**src/hc_pkg.sv**
```systemverilog
// Shared types and constants for the 2x2 byte Hill cipher stream core.
package hc_pkg;

    localparam int ByteW = 8;
    localparam int CfgIdxW = 3;

    typedef logic [ByteW-1:0] t_byte;

    typedef enum logic [1:0] {
        ST_OK      = 2'd0,
        ST_BAD_KEY = 2'd1,
        ST_BAD_LEN = 2'd2,
        ST_BAD_PAD = 2'd3
    } t_status;

    typedef enum logic [CfgIdxW-1:0] {
        REG_KEY_A   = 3'd0,
        REG_KEY_B   = 3'd1,
        REG_KEY_C   = 3'd2,
        REG_KEY_D   = 3'd3,
        REG_DECRYPT = 3'd4
    } t_reg_idx;

    // Pad byte values
    localparam t_byte PadOne = 8'd1;
    localparam t_byte PadTwo = 8'd2;

    // Newton steps for the inverse mod 256: seed is good to 3 bits, two steps reach 12
    localparam logic NewtonLast = 1'b1;

    typedef struct packed {
        t_byte key_a;
        t_byte key_b;
        t_byte key_c;
        t_byte key_d;
        logic  decrypt;
    } t_key;

    typedef struct packed {
        t_byte   out_byte;
        logic    out_byte_valid;
        logic    out_last;
        t_status status;
    } t_result;

    typedef struct packed {
        logic  keep;   // 1: add to accumulator, 0: start fresh
        t_byte op_a;
        t_byte op_b;
    } t_mac_op;

    typedef enum logic [4:0] {
        S_IDLE,
        S_DET0,
        S_DET1,
        S_DETCHK,
        S_INV_T,
        S_INV_X,
        S_INV_U,
        S_MAT,
        S_MATW,
        S_DATA,
        S_MIX0,
        S_MIX1,
        S_MIX2,
        S_MIX3,
        S_MIXW,
        S_END,
        S_EM0,
        S_EM1,
        S_DONE
    } t_state;

endpackage

```
**src/hc_mac.sv**
```systemverilog
// Shared 8x8 multiply-accumulate unit, mod 256, registered result.
module hc_mac
    import hc_pkg::*;
(
    input  logic    i_clk,
    input  t_mac_op i_op,
    output t_byte   o_acc
);

    logic [2*ByteW-1:0] prod;
    t_byte              base;
    t_byte              r_acc;
    t_byte              n_acc;

    always_comb begin
        prod  = i_op.op_a * i_op.op_b;
        base  = i_op.keep ? r_acc : '0;
        n_acc = base + prod[ByteW-1:0];
    end

    always_ff @(posedge i_clk) begin
        r_acc <= n_acc;
    end

    assign o_acc = r_acc;

endmodule

```
**src/hc_seq.sv**
```systemverilog
// Sequencer: key check, inverse derivation, pair mixing, padding and result issue.
module hc_seq
    import hc_pkg::*;
(
    input  logic    i_clk,
    input  logic    i_rst_n,
    input  t_key    i_key,
    input  logic    i_clear,
    input  logic    i_in_valid,
    input  t_byte   i_data_byte,
    input  logic    i_byte_present,
    input  logic    i_end_of_message,
    output logic    o_busy,
    input  logic    i_slot_free,
    output logic    o_push,
    output t_result o_result,
    output t_mac_op o_mac_op,
    input  t_byte   i_mac_acc
);

    t_state  r_state, n_state;
    t_state  r_ret, n_ret;

    t_byte   r_byte, n_byte;
    logic    r_present, n_present;
    logic    r_eom, n_eom;

    t_byte   r_pending, n_pending;
    logic    r_pend_v, n_pend_v;
    logic [2*ByteW-1:0] r_held, n_held;
    logic    r_held_v, n_held_v;
    logic    r_mat_ready, n_mat_ready;
    t_status r_error, n_error;

    t_byte   r_mat [4];
    logic    mat_we_all, mat_we_one;

    t_byte   r_det, n_det;
    t_byte   r_inv, n_inv;
    logic    r_cnt, n_cnt;
    logic [1:0] r_idx, n_idx;

    t_byte   r_x1, n_x1;
    t_byte   r_x2, n_x2;
    t_byte   r_y1, n_y1;
    logic    r_mix_end, n_mix_end;

    t_result r_em0, n_em0;
    t_result r_em1, n_em1;
    logic    r_two, n_two;

    t_byte   key_sel;
    t_byte   held_hi, held_lo;

    assign held_hi = r_held[2*ByteW-1:ByteW];
    assign held_lo = r_held[ByteW-1:0];

    // Key entry that feeds one inverse-matrix element
    always_comb begin
        case (r_idx)
            2'd0:    key_sel = i_key.key_d;
            2'd1:    key_sel = 8'd0 - i_key.key_b;
            2'd2:    key_sel = 8'd0 - i_key.key_c;
            default: key_sel = i_key.key_a;
        endcase
    end

    always_ff @(posedge i_clk) begin
        if (!i_rst_n) begin
            r_state     <= S_IDLE;
            r_pend_v    <= 1'b0;
            r_held_v    <= 1'b0;
            r_mat_ready <= 1'b0;
            r_error     <= ST_OK;
            r_pending   <= '0;
            r_held      <= '0;
        end else begin
            r_state     <= n_state;
            r_pend_v    <= n_pend_v;
            r_held_v    <= n_held_v;
            r_mat_ready <= n_mat_ready;
            r_error     <= n_error;
            r_pending   <= n_pending;
            r_held      <= n_held;
        end
    end

    always_ff @(posedge i_clk) begin
        r_ret     <= n_ret;
        r_byte    <= n_byte;
        r_present <= n_present;
        r_eom     <= n_eom;
        r_det     <= n_det;
        r_inv     <= n_inv;
        r_cnt     <= n_cnt;
        r_idx     <= n_idx;
        r_x1      <= n_x1;
        r_x2      <= n_x2;
        r_y1      <= n_y1;
        r_mix_end <= n_mix_end;
        r_em0     <= n_em0;
        r_em1     <= n_em1;
        r_two     <= n_two;
    end

    // Active matrix: loaded before any read, so no reset
    always_ff @(posedge i_clk) begin
        if (mat_we_all) begin
            r_mat[0] <= i_key.key_a;
            r_mat[1] <= i_key.key_b;
            r_mat[2] <= i_key.key_c;
            r_mat[3] <= i_key.key_d;
        end else if (mat_we_one) begin
            r_mat[r_idx] <= i_mac_acc;
        end
    end

    always_comb begin
        n_state     = r_state;
        n_ret       = r_ret;
        n_byte      = r_byte;
        n_present   = r_present;
        n_eom       = r_eom;
        n_pending   = r_pending;
        n_pend_v    = r_pend_v;
        n_held      = r_held;
        n_held_v    = r_held_v;
        n_mat_ready = r_mat_ready;
        n_error     = r_error;
        n_det       = r_det;
        n_inv       = r_inv;
        n_cnt       = r_cnt;
        n_idx       = r_idx;
        n_x1        = r_x1;
        n_x2        = r_x2;
        n_y1        = r_y1;
        n_mix_end   = r_mix_end;
        n_em0       = r_em0;
        n_em1       = r_em1;
        n_two       = r_two;
        mat_we_all  = 1'b0;
        mat_we_one  = 1'b0;
        o_push      = 1'b0;
        o_result    = r_em0;
        o_mac_op    = '{keep: 1'b0, op_a: r_x1, op_b: r_x2};

        case (r_state)
            S_IDLE: begin
                if (i_in_valid) begin
                    n_byte    = i_data_byte;
                    n_present = i_byte_present;
                    n_eom     = i_end_of_message;
                    n_state   = r_mat_ready ? S_DATA : S_DET0;
                end
            end
            S_DET0: begin
                o_mac_op = '{keep: 1'b0, op_a: i_key.key_a, op_b: i_key.key_d};
                n_state  = S_DET1;
            end
            S_DET1: begin
                o_mac_op = '{keep: 1'b1, op_a: i_key.key_b, op_b: 8'd0 - i_key.key_c};
                n_state  = S_DETCHK;
            end
            S_DETCHK: begin
                n_mat_ready = 1'b1;
                n_det       = i_mac_acc;
                n_inv       = i_mac_acc;
                n_cnt       = 1'b0;
                if (!i_mac_acc[0]) begin
                    n_error = ST_BAD_KEY;
                    n_state = S_DATA;
                end else if (!i_key.decrypt) begin
                    mat_we_all = 1'b1;
                    n_state    = S_DATA;
                end else begin
                    n_state = S_INV_T;
                end
            end
            // Newton step: x <- x * (2 - det * x)
            S_INV_T: begin
                o_mac_op = '{keep: 1'b0, op_a: r_det, op_b: r_inv};
                n_state  = S_INV_X;
            end
            S_INV_X: begin
                o_mac_op = '{keep: 1'b0, op_a: r_inv, op_b: 8'd2 - i_mac_acc};
                n_state  = S_INV_U;
            end
            S_INV_U: begin
                n_inv = i_mac_acc;
                n_cnt = ~r_cnt;
                n_idx = 2'd0;
                n_state = (r_cnt == NewtonLast) ? S_MAT : S_INV_T;
            end
            S_MAT: begin
                o_mac_op = '{keep: 1'b0, op_a: r_inv, op_b: key_sel};
                n_state  = S_MATW;
            end
            S_MATW: begin
                mat_we_one = 1'b1;
                n_idx      = r_idx + 2'd1;
                n_state    = (r_idx == 2'd3) ? S_DATA : S_MAT;
            end
            S_DATA: begin
                n_state = S_END;
                if (r_error == ST_OK && r_present) begin
                    if (!r_pend_v) begin
                        n_pending = r_byte;
                        n_pend_v  = 1'b1;
                    end else begin
                        n_x1      = r_pending;
                        n_x2      = r_byte;
                        n_pend_v  = 1'b0;
                        n_mix_end = 1'b0;
                        n_state   = S_MIX0;
                    end
                end
            end
            S_MIX0: begin
                o_mac_op = '{keep: 1'b0, op_a: r_mat[0], op_b: r_x1};
                n_state  = S_MIX1;
            end
            S_MIX1: begin
                o_mac_op = '{keep: 1'b1, op_a: r_mat[1], op_b: r_x2};
                n_state  = S_MIX2;
            end
            S_MIX2: begin
                n_y1     = i_mac_acc;
                o_mac_op = '{keep: 1'b0, op_a: r_mat[2], op_b: r_x1};
                n_state  = S_MIX3;
            end
            S_MIX3: begin
                o_mac_op = '{keep: 1'b1, op_a: r_mat[3], op_b: r_x2};
                n_state  = S_MIXW;
            end
            S_MIXW: begin
                n_two = 1'b1;
                if (r_mix_end) begin
                    n_em0   = '{out_byte: r_y1, out_byte_valid: 1'b1, out_last: 1'b0,
                                status: ST_OK};
                    n_em1   = '{out_byte: i_mac_acc, out_byte_valid: 1'b1, out_last: 1'b1,
                                status: ST_OK};
                    n_ret   = S_DONE;
                    n_state = S_EM0;
                end else if (!i_key.decrypt) begin
                    n_em0   = '{out_byte: r_y1, out_byte_valid: 1'b1, out_last: 1'b0,
                                status: ST_OK};
                    n_em1   = '{out_byte: i_mac_acc, out_byte_valid: 1'b1, out_last: 1'b0,
                                status: ST_OK};
                    n_ret   = S_END;
                    n_state = S_EM0;
                end else begin
                    // Release the previous pair, hold this one for the pad check
                    n_held   = {r_y1, i_mac_acc};
                    n_held_v = 1'b1;
                    n_em0    = '{out_byte: held_hi, out_byte_valid: 1'b1, out_last: 1'b0,
                                 status: ST_OK};
                    n_em1    = '{out_byte: held_lo, out_byte_valid: 1'b1, out_last: 1'b0,
                                 status: ST_OK};
                    n_ret    = S_END;
                    n_state  = r_held_v ? S_EM0 : S_END;
                end
            end
            S_END: begin
                n_two = 1'b0;
                n_ret = S_DONE;
                if (!r_eom) begin
                    n_state = S_IDLE;
                end else if (r_error != ST_OK) begin
                    n_em0   = '{out_byte: '0, out_byte_valid: 1'b0, out_last: 1'b1,
                                status: r_error};
                    n_state = S_EM0;
                end else if (!i_key.decrypt) begin
                    n_x1      = r_pend_v ? r_pending : PadTwo;
                    n_x2      = r_pend_v ? PadOne : PadTwo;
                    n_mix_end = 1'b1;
                    n_state   = S_MIX0;
                end else if (r_pend_v || !r_held_v) begin
                    n_em0   = '{out_byte: '0, out_byte_valid: 1'b0, out_last: 1'b1,
                                status: ST_BAD_LEN};
                    n_state = S_EM0;
                end else if (held_lo == PadOne) begin
                    n_em0   = '{out_byte: held_hi, out_byte_valid: 1'b1, out_last: 1'b1,
                                status: ST_OK};
                    n_state = S_EM0;
                end else if (held_lo == PadTwo && held_hi == PadTwo) begin
                    n_em0   = '{out_byte: '0, out_byte_valid: 1'b0, out_last: 1'b1,
                                status: ST_OK};
                    n_state = S_EM0;
                end else begin
                    n_em0   = '{out_byte: '0, out_byte_valid: 1'b0, out_last: 1'b1,
                                status: ST_BAD_PAD};
                    n_state = S_EM0;
                end
            end
            S_EM0: begin
                o_result = r_em0;
                if (i_slot_free) begin
                    o_push  = 1'b1;
                    n_state = r_two ? S_EM1 : r_ret;
                end
            end
            S_EM1: begin
                o_result = r_em1;
                if (i_slot_free) begin
                    o_push  = 1'b1;
                    n_state = r_ret;
                end
            end
            S_DONE: begin
                n_pending   = '0;
                n_pend_v    = 1'b0;
                n_held      = '0;
                n_held_v    = 1'b0;
                n_mat_ready = 1'b0;
                n_error     = ST_OK;
                n_state     = S_IDLE;
            end
            default: begin
                n_state = S_IDLE;
            end
        endcase

        // Register write drops the message in progress
        if (i_clear) begin
            n_pending   = '0;
            n_pend_v    = 1'b0;
            n_held      = '0;
            n_held_v    = 1'b0;
            n_mat_ready = 1'b0;
            n_error     = ST_OK;
        end
    end

    assign o_busy = (r_state != S_IDLE);

    a_mix_needs_good_key: assert property (@(posedge i_clk) disable iff (!i_rst_n)
        (r_state == S_MIX0) |-> (r_mat_ready && r_error == ST_OK))
        else $error("pair mixed without a usable matrix");

    a_last_ends_message: assert property (@(posedge i_clk) disable iff (!i_rst_n)
        (o_push && o_result.out_last) |=> (r_state == S_DONE))
        else $error("final result did not close the message");

    a_status_only_final: assert property (@(posedge i_clk) disable iff (!i_rst_n)
        (o_push && !o_result.out_byte_valid) |-> o_result.out_last)
        else $error("status-only result that is not final");

    a_nonfinal_ok: assert property (@(posedge i_clk) disable iff (!i_rst_n)
        (o_push && !o_result.out_last) |-> (o_result.status == ST_OK))
        else $error("error status on a non-final result");

endmodule

```
**src/hill_cipher_2x2_mod256_stream_core.sv**
```systemverilog
// Top level of the 2x2 mod-256 Hill cipher byte stream core.
//
//   channel   direction  handshake                  payload
//   in        input      i_in_valid / o_in_stall    data_byte, byte_present, end_of_message
//   out       output     o_out_valid / i_out_stall  out_byte, out_byte_valid, out_last, status
//   cfg       input      i_cfg_we                   i_cfg_index, i_cfg_data
//
// One 8x8 multiplier is shared; it sets the time per item. A byte that completes a pair
// takes 4 multiply-adds, then issues each byte as the output frees (in decrypt the pair
// is held back and the previous pair, if any, is issued); a byte that only opens a pair
// is stored. The first item of a message also computes the determinant, and in decrypt
// the inverse and the inverse matrix. The end item adds the pad pair in encrypt or the
// pad check in decrypt. Reset is synchronous and active low. The input is stalled while
// an item is in work; a stalled output only delays the next issue.
module hill_cipher_2x2_mod256_stream_core
    import hc_pkg::*;
(
    input  logic               i_clk,
    input  logic               i_rst_n,
    input  logic               i_cfg_we,
    input  logic [CfgIdxW-1:0] i_cfg_index,
    input  logic [ByteW-1:0]   i_cfg_data,
    input  logic               i_in_valid,
    output logic               o_in_stall,
    input  logic [ByteW-1:0]   i_data_byte,
    input  logic               i_byte_present,
    input  logic               i_end_of_message,
    output logic               o_out_valid,
    input  logic               i_out_stall,
    output logic [ByteW-1:0]   o_out_byte,
    output logic               o_out_byte_valid,
    output logic               o_out_last,
    output logic [1:0]         o_status
);

    t_key    r_key, n_key;
    logic    cfg_hit;
    t_result r_out;
    logic    r_out_valid;
    logic    slot_free;
    logic    push;
    t_result result;
    t_mac_op mac_op;
    t_byte   mac_acc;
    logic    busy;

    always_comb begin
        n_key   = r_key;
        cfg_hit = 1'b0;
        if (i_cfg_we) begin
            cfg_hit = 1'b1;
            case (t_reg_idx'(i_cfg_index))
                REG_KEY_A:   n_key.key_a   = i_cfg_data;
                REG_KEY_B:   n_key.key_b   = i_cfg_data;
                REG_KEY_C:   n_key.key_c   = i_cfg_data;
                REG_KEY_D:   n_key.key_d   = i_cfg_data;
                REG_DECRYPT: n_key.decrypt = i_cfg_data[0];
                default:     cfg_hit       = 1'b0;
            endcase
        end
    end

    always_ff @(posedge i_clk) begin
        if (!i_rst_n) begin
            r_key <= '{key_a: 8'd1, key_b: 8'd0, key_c: 8'd0, key_d: 8'd1, decrypt: 1'b0};
        end else begin
            r_key <= n_key;
        end
    end

    hc_mac u_mac (
        .i_clk (i_clk),
        .i_op  (mac_op),
        .o_acc (mac_acc)
    );

    hc_seq u_seq (
        .i_clk            (i_clk),
        .i_rst_n          (i_rst_n),
        .i_key            (r_key),
        .i_clear          (cfg_hit),
        .i_in_valid       (i_in_valid),
        .i_data_byte      (i_data_byte),
        .i_byte_present   (i_byte_present),
        .i_end_of_message (i_end_of_message),
        .o_busy           (busy),
        .i_slot_free      (slot_free),
        .o_push           (push),
        .o_result         (result),
        .o_mac_op         (mac_op),
        .i_mac_acc        (mac_acc)
    );

    // Output register: refill when empty or when the current result transfers
    assign slot_free = !r_out_valid || !i_out_stall;

    always_ff @(posedge i_clk) begin
        if (!i_rst_n) begin
            r_out_valid <= 1'b0;
        end else if (push) begin
            r_out_valid <= 1'b1;
        end else if (!i_out_stall) begin
            r_out_valid <= 1'b0;
        end
    end

    always_ff @(posedge i_clk) begin
        if (push) begin
            r_out <= result;
        end
    end

    assign o_in_stall       = busy;
    assign o_out_valid      = r_out_valid;
    assign o_out_byte       = r_out.out_byte;
    assign o_out_byte_valid = r_out.out_byte_valid;
    assign o_out_last       = r_out.out_last;
    assign o_status         = r_out.status;

endmodule
```
**config.mk**
```make
export PLATFORM = sky130hd
export DESIGN_NAME = hill_cipher_2x2_mod256_stream_core
export DESIGN_NICKNAME = d
export VERILOG_FILES = /design/src/hc_pkg.sv /design/src/hc_mac.sv /design/src/hc_seq.sv /design/src/hill_cipher_2x2_mod256_stream_core.sv
export SDC_FILE = /design/constraint.sdc
export NUM_CORES = 1
export LEC_CHECK = 0
export ABC_AREA = 0
export BUFFER_PORTS_ARGS = -buffer_cell sky130_fd_sc_hd__buf_2
export CORE_MARGIN = 1.5
export CORE_UTILIZATION = 37
export DETAILED_ROUTE_END_ITERATION = 10
export GPL_ROUTABILITY_DRIVEN = 0
export PLACE_DENSITY = 0.53
export SLEW_MARGIN = 20
export SYNTH_ARGS = -nofsm -noshare
export SYNTH_HDL_FRONTEND = slang
export SYNTH_SLANG_ARGS = --single-unit
```
**constraint.sdc**
```tcl
create_clock -name i_clk -period 15.2 [get_ports i_clk]
set_input_delay 3.04 -clock i_clk [delete_from_list [all_inputs] [get_ports i_clk]]
set_output_delay 3.04 -clock i_clk [all_outputs]
set_load 0.005 [all_outputs]
```
==> out/qor.yml, run 1 <==
synthesis:
  synth_area_leader_cell: "edfxtp_1"
  avgSynthCellArea_um2: 9.95
  synth_edf_count: 122
  syn_area_mm2: 0.0105
  ys.flop_type: "edfxtp_1"
  yosysSeqAreaShare: 0.494
  syn_nets: 1120
  syn_inst: 1052
  synthTopCellsByArea: "edfxtp_1 (35%), dfxtp_1 (14%), nand2_1 (6.3%)"
  ys_warn_count: 0
  synth_top_area_frac: 0.350
  synth-async-reset-ratio: 0
  yosysUniqueCellTypes: 71
  ys_ff_latch: 197
critical_path:
  critPathLaunchType: "flop"
  critPathMaxFanout: 28
  worstPathCellList: "xnor2_2 -> a221oi_2 -> o21ai_1 -> a2111oi_4 -> or2_2 -> fa_1 -> inv_1 -> ha_1 -> fa_1 -> inv_1 -> fa_1 -> inv_1 -> ha_1 -> a21oi_1 -> xnor2_1 -> xnor2_1 -> xnor2_1 -> xnor2_1 -> xnor3_1"
  cpLargestDelayFamily: "adder cells"
  worstPathRequired_ns: 15.53
  cp_slowest_cell: "dfxtp_1"
  crit_arrival_ns: 6.95
  crit_top_cell: "xnor2_1"
  end_kind: "flop"
  cpPeakStageDelay_ns: 0.98
  cp_num_buf_inv: 3
  critPathKind: "flop to flop"
route:
  drtAntennaViolNets: 0
  dr_total_vias: 8186
  dr.pass1.iters: 6
  avgRoutedWirePerCell_um: 21.5
  drt_iter0_drc: 992
  wirelength_um: 31400
  viasPerCell: 5.61
  drcViolationCount: 0
die:
  die_y_um: 171
  pin_count: 40
  rows: 61
  fp.dieArea_mm2: 0.0293
  die_x_um: 171
  initial_core_util: 0.377
  core_area_mm2: 0.0278
finish:
  finalNonFillerCells: 1458
  layout.nets: 1135
  final_common_cell: "nand2_1"
  stdcell_area_mm2: 0.0117
  synthToLayoutAreaGrowth_pct: 11.5
  nFillCells: 2796
  num_antenna_cells: 0
  drive_above_1_share: 0.121
  final_cell_mix: "nand2_1 (176), edfxtp_1 (122), dfxtp_1 (75), a21oi_1 (65), nor2_1 (64)"
  final_util: 0.420
cts:
  cts_buffers: 17
  cts_tree: "built"
  cts_sinks: 197
  clock_path_buffers: 2
  ctsHoldBuffers: 0
  cts_setup_buffers: 0
  cts_htree_levels: 4
  clk-insertion-delay-late_ns: 0.46
  clk_pin_slew_ns: 0.09
  postCtsResizedCells: 0
  clockRootBuffer: "clkbuf_16"
place:
  place_hpwl_um: 22800
  pre_cts_slack_ns: 8.68
  post_dp_cell_area_mm2: 0.0110
  port_buffers: 39
  placedCellCount: 1426
sta:
  hold_ws_ns: 0.462
  worstMarginPinSlew_ns: 1.03
  fin_crit_sh: 0.435
  slew_headroom: 0.308
  final-max-slew-violation-count: 0
  clock_skew_ns: 0.0199
  grt_setup_unrepaired: "false"
  fmax_mhz: 151
  fin_crit_ns: 6.62
  final-setup-viol-count: 0
  timing.final.ws_setup_ns: 8.58
  finalHoldViolCount: 0
  setup_tns_ns: 0
pwr:
  p_seq_frac: 0.437
  p_per_area_mw_per_mm2: 125
  power.total_mw: 1.46
  leakage_nw: 4.28
  clkPwrFrac: 0.333
  ir_drop_uv: 74.7
  pwr-share-comb: 0.229
  p_switching_mw: 0.490
  swShare: 0.336
  p_int_mw: 0.970
hold_path:
  hold_class: "flop to flop"
global_routing:
  antenna_found_initial: 0
  first_global_vias: 7875
  globalRouteTotalUtil: 0.220
  grt_max_degree: 40
  grt_pass1_wl_um: 47900
  grt_overflow: 0
run_status:
  status: "completed"
run:
  maxCapViolCount: 0
## final timing paths
path	slack [ns]	startpoint	depth (start not counted)	end
setup reg to reg	8.58	u_seq.r_state[2]	19	u_mac.o_acc[7]
hold reg to reg	0.46	u_seq.r_pending[5]	2	u_seq.r_pending[5]
hold / removal	0.46	u_seq.r_pending[5]	2	u_seq.r_pending[5]
setup / recovery	8.58	u_seq.r_state[2]	19	u_mac.o_acc[7]
## worst min-delay path: stages (launching register included)
cell and delay, ns:
dfxtp_1 0.31, nand2_1 0.05, a21oi_1 0.05
## synth_stat cells, drive strengths merged (19+ instances only)
master,number
o21ai,25
clkbuf,39
dfxtp,75
xnor2,22
ha,24
a21boi,33
edfxtp,122
nand3,44
mux2,19
nor2b,24
nand2,176
nor2,66
a21oi,65
inv,59
## power groups by stage
stage                     logic [mW]  clock network (mW)  registers, mW
after detailed placement       0.331                   0          0.650
after global placement         0.327                   0          0.651
final                          0.335               0.487          0.639
after floorplan                0.253                   0          0.625
after global routing           0.376               0.514          0.641
after CTS                      0.334               0.494          0.639
## per-layer routing
| metal | routed length (µm) | GRT usage | vias up |
|---|---|---|---|
| li1 | - | - | 3773 |
| met1 | 14000 | 0.302 | 3942 |
| met2 | 14100 | 0.350 | 377 |
| met3 | 1950 | 0.0311 | 94 |
| met4 | 1280 | 0.0854 | 0 |
| met5 | 0 | 0 | - |
## area by class of cell
class                      count  area (µm²)  area share
tap                          378         473      0.0405
multi-input combinational    739        4850       0.416
inverter                      59         221      0.0190
clock inverter                15         218      0.0187
sequential                   197        5160       0.443
clock buffer                  17         425      0.0365
timing repair buffer          53         308      0.0264
## registers in the layout, indices dropped and copies added (netlist names), 2 cells and up
| signal | cells |
|---|---|
| r_key | 33 |
| u_seq.r_em1 | 9 |
| o_out_byte | 8 |
| u_seq.r_byte | 8 |
| u_seq.r_pending | 8 |
| u_seq.r_x1 | 8 |
| u_seq.r_x2 | 8 |
| u_seq.r_y1 | 8 |
| u_seq.r_idx | 2 |
| u_seq.r_det | 8 |
| u_seq.r_ret | 2 |
| u_mac.o_acc | 8 |
| u_seq.r_state | 5 |
| u_seq.r_mat | 32 |
| u_seq.r_em0 | 12 |
| u_seq.r_held | 16 |
| u_seq.r_inv | 8 |
| o_status | 2 |
## cells by family (layout without fill, tap and decap cells)
family,Yosys count,in the layout,share of synthesized area
DFF,197,197,0.494
muxes,30,30,0.0310
adders and majority gates,42,42,0.0631
buffers and inverters,116,144,0.0439
xor gates and xnor gates,32,32,0.0288
AOI/OAI and AO/OA,224,224,0.153
and+or+nand+nor,411,411,0.187
(Power assumes the default switching activity.)
==> run 2, diff against run 1 <==
- PLACE_DENSITY: 0.53 -> 0.55
- clock period: 15.2 -> 5.8 ns (I/O delays scaled with it)
==> out/qor.yml, run 2 (synthesized netlist as in run 1, its figures left out) <==
cts:
  cts_sinks: 197
  cts_htree_levels: 4
  clockRootBuffer: "clkbuf_16"
  clk-insertion-delay-late_ns: 0.44
  clock_path_buffers: 2
  cts_buffers: 17
  ctsHoldBuffers: 0
  cts_tree: "built"
  clk_pin_slew_ns: 0.08
route:
  dr_wl_met2_um: 14100
  met1_length_um: 14100
  dr.pass1.iters: 8
  drcViolationCount: 0
  avgRoutedWirePerCell_um: 20.8
  wirelength_um: 31500
  drt_iter0_drc: 960
  viasPerCell: 5.56
  top_layer_used: "met4"
  drtAntennaViolNets: 0
  route.met3.wl_um: 2230
  dr_total_vias: 8435
sta:
  timing.final.ws_setup_ns: 0.303
  hold_ws_ns: 0.455
  fmax_mhz: 182
  fin_crit_sh: 0.948
  worstMarginPinSlew_ns: 0.964
  slew_headroom: 0.353
  fin_crit_ns: 5.50
  finalHoldViolCount: 0
  final-setup-viol-count: 0
  clock_skew_ns: 0.0181
  final-max-slew-violation-count: 0
run_status:
  status: "completed"
global_routing:
  first_global_vias: 8017
  globalRouteTotalUtil: 0.222
  grt_pass1_wl_um: 48200
  grt_max_degree: 40
  grt_overflow: 0
  antenna_found_initial: 0
finish:
  drive_above_1_share: 0.195
  largest_registers: "r_key: 33 flops, u_seq.r_mat: 32 flops, u_seq.r_held: 16 flops"
  layout.nets: 1193
  num_antenna_cells: 0
  multi_input_comb_area_mm2: 0.00501
  synthToLayoutAreaGrowth_pct: 17.1
  final_cell_mix: "nand2_1 (176), edfxtp_1 (122), dfxtp_1 (71), buf_4 (67)"
  nFillCells: 2731
  final_common_cell: "nand2_1"
  largest_reg_flops: 33
  seq_area_mm2: 0.00517
  largest-register: "r_key"
critical_path:
  end_kind: "flop"
  cpLargestDelayFamily: "adder cells"
  critPathMaxFanout: 14
  crit_arrival_ns: 5.81
  critPathLaunchType: "flop"
  worstPathCellList: "buf_12 -> nand2b_2 -> nor3_2 -> buf_4 -> o21ai_0 -> o2111ai_2 -> o21ai_1 -> or2_2 -> fa_1 -> inv_1 -> ha_1 -> fa_1 -> inv_1 -> fa_1 -> inv_1 -> ha_1 -> a21oi_2 -> xnor2_1 -> xnor2_1 -> xnor2_1 -> xnor2_1 -> xnor3_1"
  critPathKind: "flop to flop"
  cp_num_buf_inv: 5
  cpPeakStageDelay_ns: 0.53
  crit_top_cell: "xnor2_1"
  cp_slowest_cell: "fa_1"
  worstPathRequired_ns: 6.12
pwr:
  p_switching_mw: 1.27
  pwr-share-comb: 0.258
  ir_drop_uv: 162
  p_seq_frac: 0.426
  swShare: 0.329
  p_int_mw: 2.58
  leakage_nw: 4.59
  p_per_area_mw_per_mm2: 314
  clkPwrFrac: 0.316
place:
  place_hpwl_um: 23500
  port_buffers: 39
  pre_cts_slack_ns: -0.0473
die:
  fp.dieArea_mm2: 0.0293
  initial_core_util: 0.377
  core_area_mm2: 0.0278
  pin_count: 40
  rows: 61
  die_y_um: 171
  die_x_um: 171
run:
  maxCapViolCount: 0
hold_path:
  hold_class: "flop to flop"
[run 2: changes by cell type in the layout (fill, tap and decap cells not counted), moves of 4 or more]
cell	before	now
buf_4	13	67
a21oi_1	65	60
a21oi_2	0	4
dfxtp_1	75	71
dfxtp_2	0	4
nor2_1	64	60
[run 2: cell type report]
type                    instances  share of cell area
well taps                     378              0.0386
clock buffers                  17              0.0347
clock inverters                15              0.0151
inverters                      59              0.0181
multi-input cells             739               0.409
flip-flops and latches        197               0.422
repair buffers                111              0.0630
[run 2: worst paths after layout]
kind | from | endpoint | slack, ns | cells past startpoint
worst max-delay path | u_seq.r_state[4] | u_mac.o_acc[7] | 0.30 | 22
worst max register to register | u_seq.r_state[4] | u_mac.o_acc[7] | 0.30 | 22
worst min-delay path | u_seq.r_pending[5] | u_seq.r_pending[5] | 0.45 | 2
worst min register to register | u_seq.r_pending[5] | u_seq.r_pending[5] | 0.45 | 2
[run 2: through the flow]
step / utilization / area, µm² / total power, mW / cells / setup TNS (ns)
after global placement: 0.410 / 11400 / 2.61 / 1473 / 0
after detailed placement: 0.410 / 11400 / 2.62 / 1474 / -0.0473
after CTS: 0.432 / 12000 / 3.83 / 1506 / 0
after floorplan: - / 10500 / 2.30 / 1052 / 0
final: 0.441 / 12300 / 3.85 / 1516 / 0
after global routing: 0.441 / 12300 / 4.05 / 1516 / -0.00240
[run 2: worst min-delay path, cell delays in order (launching register included)]
cell	delay (ns)
dfxtp_1	0.31
nand2_1	0.05
a21oi_1	0.05
[run 2: power groups by stage]
stage                     Clock, mW  Sequential, mW  Combinational (mW)
after floorplan                   0            1.64               0.662
after CTS                      1.24            1.64               0.955
after detailed placement          0            1.67               0.951
after global placement            0            1.67               0.940
final                          1.22            1.64               0.993
after global routing           1.29            1.65                1.12
[run 2: per-layer routing]
| metal | global-route usage | up-vias |
|---|---|---|
| li1 | - | 3900 |
| met1 | 0.310 | 4065 |
| met2 | 0.349 | 391 |
| met3 | 0.0341 | 79 |
| met4 | 0.0786 | 0 |
| met5 | 0 | - |
[run 2: what timing repair did]
item | CTS | global route
gates resized for setup | 2 | 45
buffers inserted | 0 | 10
endpoints found under the setup margin | 1 | 1
pin swaps | 0 | 9
